**src/hw/rtl/tpot_pkg.sv**
```systemverilog
// Shared types and constants for the timed pending object table.
// Used by tpot_engine and timed_pending_object_table; no dependencies.
package tpot_pkg;

    // Field widths of the key, countdown and statistics.
    localparam int TYPE_W    = 10;
    localparam int INST_W    = 22;
    localparam int MS_W      = 16;
    localparam int STAT_W    = 32;
    localparam int PEND_W    = 6;
    localparam int ENTRY_W   = TYPE_W + INST_W + MS_W;

    // Reset value of the holdoff register, in milliseconds.
    localparam logic [MS_W-1:0] HOLDOFF_RESET = 16'd1000;

    // Operation codes carried on the input tuser.
    typedef enum logic [1:0] {
        OP_INSERT = 2'd0,
        OP_TICK   = 2'd1,
        OP_QUERY  = 2'd2,
        OP_CLEAR  = 2'd3
    } op_t;

    // Result status codes carried on the output tuser.
    typedef enum logic [1:0] {
        ST_DONE      = 2'd0,
        ST_PRESENT   = 2'd1,
        ST_FULL      = 2'd2,
        ST_NOT_FOUND = 2'd3
    } status_t;

    // One table entry as stored in the memory.
    typedef struct packed {
        logic [MS_W-1:0]   remaining;
        logic [INST_W-1:0] instance_id;
        logic [TYPE_W-1:0] type_id;
    } entry_t;

    // One result word handed from the engine to the output register.
    typedef struct packed {
        status_t             status;
        logic                refresh_due;
        logic [STAT_W-1:0]   timeout_count;
        logic [PEND_W-1:0]   pending_count;
        logic [STAT_W-1:0]   capacity_error_count;
        logic [STAT_W-1:0]   refresh_count;
    } result_t;

endpackage

```
**src/hw/rtl/timed_pending_object_table.sv**
```systemverilog
// Top level of the timed pending object table: stream ports, holdoff register, output register.
// Depends on tpot_pkg and instantiates tpot_engine.
//
// Each accepted word scans the whole table once through the entry memory, one entry per
// cycle through its registered read port, and the next word is accepted only after the
// item has passed an idle state, the scan of all TABLE_ENTRIES entries, an update state
// and a hand-off state, which waits until the output register can load. The single memory
// port pair sets this pace. A finished result waits in an output register, so the next
// word can be taken while the previous result is still unread. The valid bits are cleared
// at reset at once; no clearing pass is needed. Ticks update the countdowns in place during
// their scan; inserts write the lowest free entry after the scan.
module timed_pending_object_table #(
    parameter int TABLE_ENTRIES = 32
) (
    input  logic          clk,
    input  logic          rst_n,
    input  logic          cfg_wr_en,
    input  logic [15:0]   cfg_wr_data,   // holdoff_ms
    input  logic          s_tvalid,
    output logic          s_tready,
    input  logic [47:0]   s_tdata,       // object_type[9:0], object_instance[31:10],
                                         // delta_ms[47:32]
    input  logic [1:0]    s_tuser,       // operation[1:0]
    output logic          m_tvalid,
    input  logic          m_tready,
    output logic [103:0]  m_tdata,       // refresh_due[0], timeout_count[32:1],
                                         // pending_count[38:33], capacity_error_count[70:39],
                                         // refresh_count[102:71], zero[103]
    output logic [1:0]    m_tuser        // status[1:0]
);

    logic [tpot_pkg::MS_W-1:0] holdoff_reg;
    logic                      out_valid_reg;
    tpot_pkg::result_t         out_data_reg;
    logic                      res_valid;
    logic                      res_ready;
    tpot_pkg::result_t         res;

    // Holdoff configuration register.
    always_ff @(posedge clk or negedge rst_n)
    begin
        if (!rst_n)
        begin
            holdoff_reg <= tpot_pkg::HOLDOFF_RESET;
        end
        else if (cfg_wr_en)
        begin
            holdoff_reg <= cfg_wr_data;
        end
    end

    tpot_engine #(
        .TABLE_ENTRIES (TABLE_ENTRIES)
    ) u_engine (
        .clk        (clk),
        .rst_n      (rst_n),
        .in_valid   (s_tvalid),
        .in_ready   (s_tready),
        .in_op      (tpot_pkg::op_t'(s_tuser)),
        .in_type    (s_tdata[9:0]),
        .in_inst    (s_tdata[31:10]),
        .in_elapsed (s_tdata[47:32]),
        .holdoff    (holdoff_reg),
        .res_valid  (res_valid),
        .res_ready  (res_ready),
        .res        (res)
    );

    // Output register: loads when empty or being drained.
    assign res_ready = !out_valid_reg || m_tready;

    always_ff @(posedge clk or negedge rst_n)
    begin
        if (!rst_n)
        begin
            out_valid_reg <= 1'b0;
        end
        else if (res_ready)
        begin
            out_valid_reg <= res_valid;
        end
    end

    always_ff @(posedge clk)
    begin
        if (res_ready && res_valid)
        begin
            out_data_reg <= res;
        end
    end

    assign m_tvalid = out_valid_reg;
    assign m_tuser  = out_data_reg.status;
    assign m_tdata  = {1'b0,
                       out_data_reg.refresh_count,
                       out_data_reg.capacity_error_count,
                       out_data_reg.pending_count,
                       out_data_reg.timeout_count,
                       out_data_reg.refresh_due};

endmodule

```
**src/hw/rtl/tpot_mem.sv**
```systemverilog
// Entry store of the timed pending object table: one write and one read port.
// Synchronous, registered read port; depends on nothing else.
module tpot_mem #(
    parameter int DEPTH  = 32,
    parameter int ADDR_W = 5,
    parameter int DATA_W = 48
) (
    input  logic              clk,
    input  logic              wr_en,
    input  logic [ADDR_W-1:0] wr_addr,
    input  logic [DATA_W-1:0] wr_data,
    input  logic              rd_en,
    input  logic [ADDR_W-1:0] rd_addr,
    output logic [DATA_W-1:0] rd_data
);

    logic [DATA_W-1:0] mem [DEPTH];
    logic [DATA_W-1:0] rd_data_reg;

    // Write port.
    always_ff @(posedge clk)
    begin
        if (wr_en)
        begin
            mem[wr_addr] <= wr_data;
        end
    end

    // Registered read port.
    always_ff @(posedge clk)
    begin
        if (rd_en)
        begin
            rd_data_reg <= mem[rd_addr];
        end
    end

    assign rd_data = rd_data_reg;

endmodule

```
**src/hw/rtl/tpot_engine.sv**
```systemverilog
// Scan engine of the timed pending object table: sequencer, valid bits and counters.
// Depends on tpot_pkg and instantiates tpot_mem for the entry store.
module tpot_engine #(
    parameter int TABLE_ENTRIES = 32
) (
    input  logic                         clk,
    input  logic                         rst_n,
    input  logic                         in_valid,
    output logic                         in_ready,
    input  tpot_pkg::op_t                in_op,
    input  logic [tpot_pkg::TYPE_W-1:0]  in_type,
    input  logic [tpot_pkg::INST_W-1:0]  in_inst,
    input  logic [tpot_pkg::MS_W-1:0]    in_elapsed,
    input  logic [tpot_pkg::MS_W-1:0]    holdoff,
    output logic                         res_valid,
    input  logic                         res_ready,
    output tpot_pkg::result_t            res
);

    localparam int IDX_W = (TABLE_ENTRIES > 1) ? $clog2(TABLE_ENTRIES) : 1;
    localparam int CNT_W = $clog2(TABLE_ENTRIES + 1);

    typedef enum logic [3:0] {
        S_IDLE   = 4'b0001,
        S_SCAN   = 4'b0010,
        S_FINISH = 4'b0100,
        S_RESULT = 4'b1000
    } state_t;

    state_t                        state_reg, state_next;
    tpot_pkg::op_t                 op_reg, op_next;
    logic [tpot_pkg::TYPE_W-1:0]   type_reg, type_next;
    logic [tpot_pkg::INST_W-1:0]   inst_reg, inst_next;
    logic [tpot_pkg::MS_W-1:0]     elapsed_reg, elapsed_next;
    logic [CNT_W-1:0]              rd_cnt_reg, rd_cnt_next;
    logic                          rd_vld_reg, rd_vld_next;
    logic [IDX_W-1:0]              rd_idx_reg, rd_idx_next;
    logic                          found_reg, found_next;
    logic [IDX_W-1:0]              slot_reg, slot_next;
    logic                          due_reg, due_next;
    logic                          free_found_reg, free_found_next;
    logic [IDX_W-1:0]              free_reg, free_next;
    logic [TABLE_ENTRIES-1:0]      valid_reg, valid_next;
    logic [tpot_pkg::STAT_W-1:0]   timeouts_reg, timeouts_next;
    logic [tpot_pkg::PEND_W-1:0]   pending_reg, pending_next;
    logic [tpot_pkg::STAT_W-1:0]   cap_err_reg, cap_err_next;
    logic [tpot_pkg::STAT_W-1:0]   refresh_reg, refresh_next;
    tpot_pkg::result_t             res_reg, res_next;

    logic                          mem_rd_en;
    logic [IDX_W-1:0]              mem_rd_addr;
    tpot_pkg::entry_t              mem_rd_data;
    logic                          mem_wr_en;
    logic [IDX_W-1:0]              mem_wr_addr;
    tpot_pkg::entry_t              mem_wr_data;

    logic                          chk_valid;
    logic                          chk_match;

    // Entry store.
    tpot_mem #(
        .DEPTH  (TABLE_ENTRIES),
        .ADDR_W (IDX_W),
        .DATA_W (tpot_pkg::ENTRY_W)
    ) u_mem (
        .clk     (clk),
        .wr_en   (mem_wr_en),
        .wr_addr (mem_wr_addr),
        .wr_data (mem_wr_data),
        .rd_en   (mem_rd_en),
        .rd_addr (mem_rd_addr),
        .rd_data (mem_rd_data)
    );

    assign in_ready  = (state_reg == S_IDLE);
    assign res_valid = (state_reg == S_RESULT);
    assign res       = res_reg;

    // Read issue: one entry per cycle while the scan runs.
    assign mem_rd_en   = (state_reg == S_SCAN) && (rd_cnt_reg < CNT_W'(TABLE_ENTRIES));
    assign mem_rd_addr = rd_cnt_reg[IDX_W-1:0];

    // Check of the word returned by the memory for entry rd_idx_reg.
    assign chk_valid = rd_vld_reg && valid_reg[rd_idx_reg];
    assign chk_match = chk_valid && (mem_rd_data.type_id == type_reg)
                       && (mem_rd_data.instance_id == inst_reg);

    // Memory writes: tick write-back during the scan, new entry at the finish.
    always_comb
    begin
        mem_wr_en   = 1'b0;
        mem_wr_addr = rd_idx_reg;
        mem_wr_data = mem_rd_data;
        if (state_reg == S_SCAN)
        begin
            mem_wr_en = chk_valid && (op_reg == tpot_pkg::OP_TICK);
            if (elapsed_reg >= mem_rd_data.remaining)
            begin
                mem_wr_data.remaining = '0;
            end
            else
            begin
                mem_wr_data.remaining = mem_rd_data.remaining - elapsed_reg;
            end
        end
        else if (state_reg == S_FINISH)
        begin
            mem_wr_en   = (op_reg == tpot_pkg::OP_INSERT) && !found_reg && free_found_reg;
            mem_wr_addr = free_reg;
            mem_wr_data.type_id     = type_reg;
            mem_wr_data.instance_id = inst_reg;
            mem_wr_data.remaining   = holdoff;
        end
    end

    // Sequencer and table bookkeeping.
    always_comb
    begin
        state_next      = state_reg;
        op_next         = op_reg;
        type_next       = type_reg;
        inst_next       = inst_reg;
        elapsed_next    = elapsed_reg;
        rd_cnt_next     = rd_cnt_reg;
        rd_vld_next     = 1'b0;
        rd_idx_next     = rd_idx_reg;
        found_next      = found_reg;
        slot_next       = slot_reg;
        due_next        = due_reg;
        free_found_next = free_found_reg;
        free_next       = free_reg;
        valid_next      = valid_reg;
        timeouts_next   = timeouts_reg;
        pending_next    = pending_reg;
        cap_err_next    = cap_err_reg;
        refresh_next    = refresh_reg;
        res_next        = res_reg;

        case (state_reg)
            S_IDLE:
            begin
                if (in_valid)
                begin
                    op_next         = in_op;
                    type_next       = in_type;
                    inst_next       = in_inst;
                    elapsed_next    = in_elapsed;
                    rd_cnt_next     = '0;
                    found_next      = 1'b0;
                    due_next        = 1'b0;
                    free_found_next = 1'b0;
                    state_next      = S_SCAN;
                end
            end

            S_SCAN:
            begin
                if (mem_rd_en)
                begin
                    rd_cnt_next = rd_cnt_reg + 1'b1;
                    rd_vld_next = 1'b1;
                    rd_idx_next = rd_cnt_reg[IDX_W-1:0];
                end
                if (chk_match && !found_reg)
                begin
                    found_next = 1'b1;
                    slot_next  = rd_idx_reg;
                    due_next   = (mem_rd_data.remaining == '0);
                end
                if (rd_vld_reg && !valid_reg[rd_idx_reg] && !free_found_reg)
                begin
                    free_found_next = 1'b1;
                    free_next       = rd_idx_reg;
                end
                if (rd_vld_reg && (rd_idx_reg == IDX_W'(TABLE_ENTRIES - 1)))
                begin
                    state_next = S_FINISH;
                end
            end

            S_FINISH:
            begin
                res_next.status      = tpot_pkg::ST_DONE;
                res_next.refresh_due = 1'b0;
                case (op_reg)
                    tpot_pkg::OP_INSERT:
                    begin
                        timeouts_next = timeouts_reg + 1'b1;
                        if (found_reg)
                        begin
                            res_next.status = tpot_pkg::ST_PRESENT;
                        end
                        else if (free_found_reg)
                        begin
                            valid_next[free_reg] = 1'b1;
                            pending_next         = pending_reg + 1'b1;
                        end
                        else
                        begin
                            cap_err_next    = cap_err_reg + 1'b1;
                            res_next.status = tpot_pkg::ST_FULL;
                        end
                    end
                    tpot_pkg::OP_QUERY:
                    begin
                        if (found_reg)
                        begin
                            res_next.refresh_due = due_reg;
                        end
                        else
                        begin
                            res_next.status = tpot_pkg::ST_NOT_FOUND;
                        end
                    end
                    tpot_pkg::OP_CLEAR:
                    begin
                        if (found_reg)
                        begin
                            valid_next[slot_reg] = 1'b0;
                            pending_next         = pending_reg - 1'b1;
                            if (due_reg)
                            begin
                                refresh_next = refresh_reg + 1'b1;
                            end
                        end
                        else
                        begin
                            res_next.status = tpot_pkg::ST_NOT_FOUND;
                        end
                    end
                    default:
                    begin
                        // Tick: the countdowns were updated during the scan.
                        res_next.status = tpot_pkg::ST_DONE;
                    end
                endcase
                res_next.timeout_count        = timeouts_next;
                res_next.pending_count        = pending_next;
                res_next.capacity_error_count = cap_err_next;
                res_next.refresh_count        = refresh_next;
                state_next = S_RESULT;
            end

            S_RESULT:
            begin
                if (res_ready)
                begin
                    state_next = S_IDLE;
                end
            end

            default:
            begin
                state_next = S_IDLE;
            end
        endcase
    end

    // Control state and counters.
    always_ff @(posedge clk or negedge rst_n)
    begin
        if (!rst_n)
        begin
            state_reg    <= S_IDLE;
            rd_vld_reg   <= 1'b0;
            rd_cnt_reg   <= '0;
            valid_reg    <= '0;
            timeouts_reg <= '0;
            pending_reg  <= '0;
            cap_err_reg  <= '0;
            refresh_reg  <= '0;
        end
        else
        begin
            state_reg    <= state_next;
            rd_vld_reg   <= rd_vld_next;
            rd_cnt_reg   <= rd_cnt_next;
            valid_reg    <= valid_next;
            timeouts_reg <= timeouts_next;
            pending_reg  <= pending_next;
            cap_err_reg  <= cap_err_next;
            refresh_reg  <= refresh_next;
        end
    end

    // Item fields, scan results and the result word.
    always_ff @(posedge clk)
    begin
        op_reg         <= op_next;
        type_reg       <= type_next;
        inst_reg       <= inst_next;
        elapsed_reg    <= elapsed_next;
        rd_idx_reg     <= rd_idx_next;
        found_reg      <= found_next;
        slot_reg       <= slot_next;
        due_reg        <= due_next;
        free_found_reg <= free_found_next;
        free_reg       <= free_next;
        res_reg        <= res_next;
    end

    // The pending counter tracks the number of valid entries.
    assert property (@(posedge clk) disable iff (!rst_n)
        pending_reg == tpot_pkg::PEND_W'($countones(valid_reg)))
        else $error("pending counter disagrees with valid bits");

    // An accepted word always starts a scan.
    assert property (@(posedge clk) disable iff (!rst_n)
        (in_valid && in_ready) |=> (state_reg == S_SCAN))
        else $error("accepted word did not start a scan");

    // The read counter never runs past the table.
    assert property (@(posedge clk) disable iff (!rst_n)
        rd_cnt_reg <= CNT_W'(TABLE_ENTRIES))
        else $error("read counter out of range");

    // Memory writes only happen while scanning or finishing an item.
    assert property (@(posedge clk) disable iff (!rst_n)
        mem_wr_en |-> ((state_reg == S_SCAN) || (state_reg == S_FINISH)))
        else $error("memory write outside of an item");

endmodule
```
**config.mk**
```make
export PLATFORM = sky130hd
export DESIGN_NAME = timed_pending_object_table
export DESIGN_NICKNAME = d
export VERILOG_FILES = /design/src/hw/rtl/tpot_pkg.sv /design/src/hw/rtl/timed_pending_object_table.sv /design/src/hw/rtl/tpot_mem.sv /design/src/hw/rtl/tpot_engine.sv
export SDC_FILE = /design/constraint.sdc
export NUM_CORES = 2
export LEC_CHECK = 0
export BUFFER_PORTS_ARGS = -buffer_cell sky130_fd_sc_hd__buf_4
export CAP_MARGIN = 20
export CORE_MARGIN = 2
export CORE_UTILIZATION = 23
export DETAILED_ROUTE_END_ITERATION = 10
export GPL_TIMING_DRIVEN = 0
export SYNTH_ARGS = -nofsm -noshare
export SYNTH_HDL_FRONTEND = slang
export SYNTH_HIERARCHICAL = 1
export SYNTH_SLANG_ARGS = --single-unit
```
**constraint.sdc**
```tcl
create_clock -name clk -period 5.8 [get_ports clk]
set_clock_uncertainty 0.05 [all_clocks]
set_input_delay 1.16 -clock clk [delete_from_list [all_inputs] [get_ports clk]]
set_output_delay 1.16 -clock clk [all_outputs]
set_load 0.02 [all_outputs]
```
==> results by group <==
Status
  – Status: complete, no violations

Synth
  – Synth top area share: just under 70%
  – Synthesized flop and latch total: a little over 2,000
  – Synth warn: 6
  – Gate Count Post-Synth: between 4,000 and 5,000
  – EDFF count, synth: approximately 1,900
  – Synth area leader: edfxtp_1
  – Cell area after synthesis: ~0.08 mm2
  – Seq/Total Area, Yosys: around three quarters
  – Synth area leaders: edfxtp_1 69%, mux2i_1 9.6%, dfrtp_1 4.8%
  – Mapped Avg Cell Area: roughly 16 um2
  – Unique masters post-synth: between 80 and 90
  – Ys async rst share: approximately 8%
  – Most used DFF post-synth: edfxtp_1
  – Syn nets: 5,019

Hold path
  – Hold Crit Class: in -> async

Clock network
  – Root Buffer: clkbuf_16
  – CTS Hold Buffers Added: 0
  – Worst skew pair latency: ~860 ps
  – CTS max path bufs: 4
  – CTS H-tree lvls: 4
  – Cts bufs inserted: ~190
  – CTS clk-pin slew, worst paths: approximately 70 ps
  – CTS Sinks: between 2,000 and 2,500
  – CTS tree: done

Floorplanning
  – Die area: 0.355 mm2
  – IO Count: 179
  – Die width: 596 um
  – Starting Density: 23.1%
  – Vert. Die Dim: between 500 and 600 um
  – Core area: 0.349 mm2
  – Row count: roughly 220

Placement
  – IO buf count: roughly 180
  – Post-DP HPWL: around 150,000 um
  – Post-DP Area: 0.0897 mm2
  – GPL Wtd Cong: ~0.80

Power and ir drop
  – Comb power frac: 22.2%
  – Leak pwr: between 30 and 40 nW
  – P_int: 27.1 mW
  – Clock share of power: approximately 33%
  – Sequential Power Share: between 40% and 50%
  – Cell Pwr Density: 398 mW/mm2
  – Sw frac: 29.2%
  – Switch Pwr: about 11 mW
  – Worst VDD drop: ~0.28 mV

Final layout
  – Layout cells sized above 1: 14.6%
  – Number of flip-flops in the largest register: between 1,500 and 2,000
  – Commonest non-fill, non-tap cell in the layout: edfxtp_1
  – Commonest cells after routing, fill and taps aside: 1,862 x edfxtp_1, 775 x mux2i_1, 392 x nand2_1
  – Final Cell Area: 0.0962 mm2
  – Register area: 0.0600 mm2
  – # nets final: 5,491
  – FILL cells: approximately 35,000
  – P&R area growth vs syn: 19.4%
  – Footprint of the multi-input gates: ~0.019 mm2

Routing
  – Vias: about 45,000
  – WL/cell: between 20 and 25 um
  – Via-per-instance ratio: approximately 4.4
  – Antenna Nets Post-Route: 0
  – Number of DRC markers in iteration 0: 4,643
  – Routed WL: about 210,000 um
  – First-pass DRT Iterations: 8
  – DRC viols: 0

STA
  – FMAX: about 180 MHz
  – Count of final setup violators: 0
  – Final hold viol count: 0
  – Min Tclk post-route: about 5600 ps
  – Slew headroom: a little under a fifth
  – Final TNS setup: 0 ps
  – RSZ-0062 raised after global routing: no
  – Tightest Pin Transition: between 1000 and 1500 ps
  – Slew Limit Fails: 0
  – Fin crit share: 96.4%

Global route
  – First-pass GRT wire length: just over 300,000 um
  – Global-route total usage across every layer: 11.6%
  – Largest net degree at the start of global routing: 87
  – Vias in the first global route: ~44,000
  – GRT overflow: 0
  – Initial antenna violation count: 18

Setup path
  – Critical Path Sink Type: flop
  – CP required: between 6000 and 7000 ps
  – Crit path DAT: between 6000 and 7000 ps
  – Startpoint Class: flop
  – CP Class: reg -> reg
  – CP max FO: 25

Flow run
  – Max Cap Violations: 0
[through the flow]
step                cells  hold WS (ps)  util (%)  power [mW]  setup WS (ps)
floorplan            4921           350         -        22.8            433
global placement     9696           357      25.1        25.6          -4400
detailed placement   9783           355      25.7        26.0           -108
CTS                 10100           276      27.5        38.4            122
global route        10100           318      27.5        39.6           33.4
finish              10100           310      27.5        38.3            207
[power by group through the flow]
stage | Combinational (mW) | Sequential (mW) | Clock, mW
2_1_floorplan | 5.20 | 17.6 | 0
4_1_cts | 8.41 | 17.3 | 12.7
5_1_grt | 9.02 | 17.3 | 13.3
3_3_place_gp | 7.91 | 17.7 | 0
6_report | 8.51 | 17.3 | 12.4
3_5_place_dp | 8.37 | 17.6 | 0
[routing by layer]
layer | wire length [um] | up-vias | global-route usage (%)
met5 | 25 | - | 0
met4 | 4300 | 4 | 2.72
met3 | 16800 | 281 | 2.12
met2 | 95100 | 1818 | 17.9
met1 | 97000 | 23100 | 16.7
li1 | - | 19900 | -
[worst paths after layout]
check,startpoint,endpoint,slack (ps),cells after the start
min in group clk,u_engine/res[98],m_tdata[29],340,0
max in group asynchronous,rst_n,u_engine/cap_err_reg[2],4510,2
max,u_engine/state_reg[0],u_engine/u_mem/mem[23][7],210,10
max reg2reg,u_engine/state_reg[0],u_engine/u_mem/mem[23][7],210,10
min reg2reg,u_engine/res[98],m_tdata[29],340,0
min,rst_n,u_engine/timeouts_reg[30],310,1
[cell families (layout without fill, tap and decap cells)]
logic type,count (synthesis),count (layout),share of synthesized area [%]
buf+inv,282,902,2.05
simple gates,947,948,5.47
flops,2024,2024,74.4
xor+xnor,232,232,2.52
other cells,1,5,0.00465
fa+ha+maj,27,27,0.429
compound gates,604,604,4.93
mux,804,804,10.2
[synth_stat cells, types with 6 or more instances]
master,n
a21oi_1,165
a22o_1,98
a22oi_1,160
a31oi_1,51
and2_1,8
and3_1,18
buf_1,15
buf_2,52
buf_4,42
buf_6,44
clkbuf_1,86
dfrtp_1,155
dfstp_2,7
edfxtp_1,1862
ha_1,26
inv_1,37
mux2_2,13
mux2_4,10
mux2i_1,775
mux4_2,6
nand2_1,392
nand2b_1,7
nand3_1,211
nand3b_1,9
nand4_1,29
nor2_1,141
nor2b_1,9
nor3_1,66
nor4_1,16
o21ai_0,93
o31ai_1,7
xnor2_1,110
xor2_1,122
[worst max-delay path: stages, from the launching register on]
cell and delay, ps:
dfstp_2 550, or4b_1 100, clkbuf_1 220, clkbuf_1 680, buf_2 760, clkbuf_2 550
nand2_1 110, nand2_1 350, nand3b_1 590, nor2_4 980, buf_12 290
[repair_timing]
action / in CTS / in global routing
endpoints found under the setup margin: 50 / 25
setup buffers: 4 / 0
gates resized for setup: 1 / 1
cloned: 1 / 0
pin swaps: 1 / 1
[final cells by class]
type / instances / area share [%]
flip-flops and latches: 2024 / 62.4
inverters: 38 / 0.151
diodes: 4 / 0.0104
clock buffers: 242 / 5.35
repair buffers: 276 / 3.48
clock inverters: 102 / 1.04
plain buffers: 244 / 1.58
multi-input cells: 2616 / 20.1
well taps: 4599 / 5.98
Note: power is estimated with default switching activity, not from simulation.
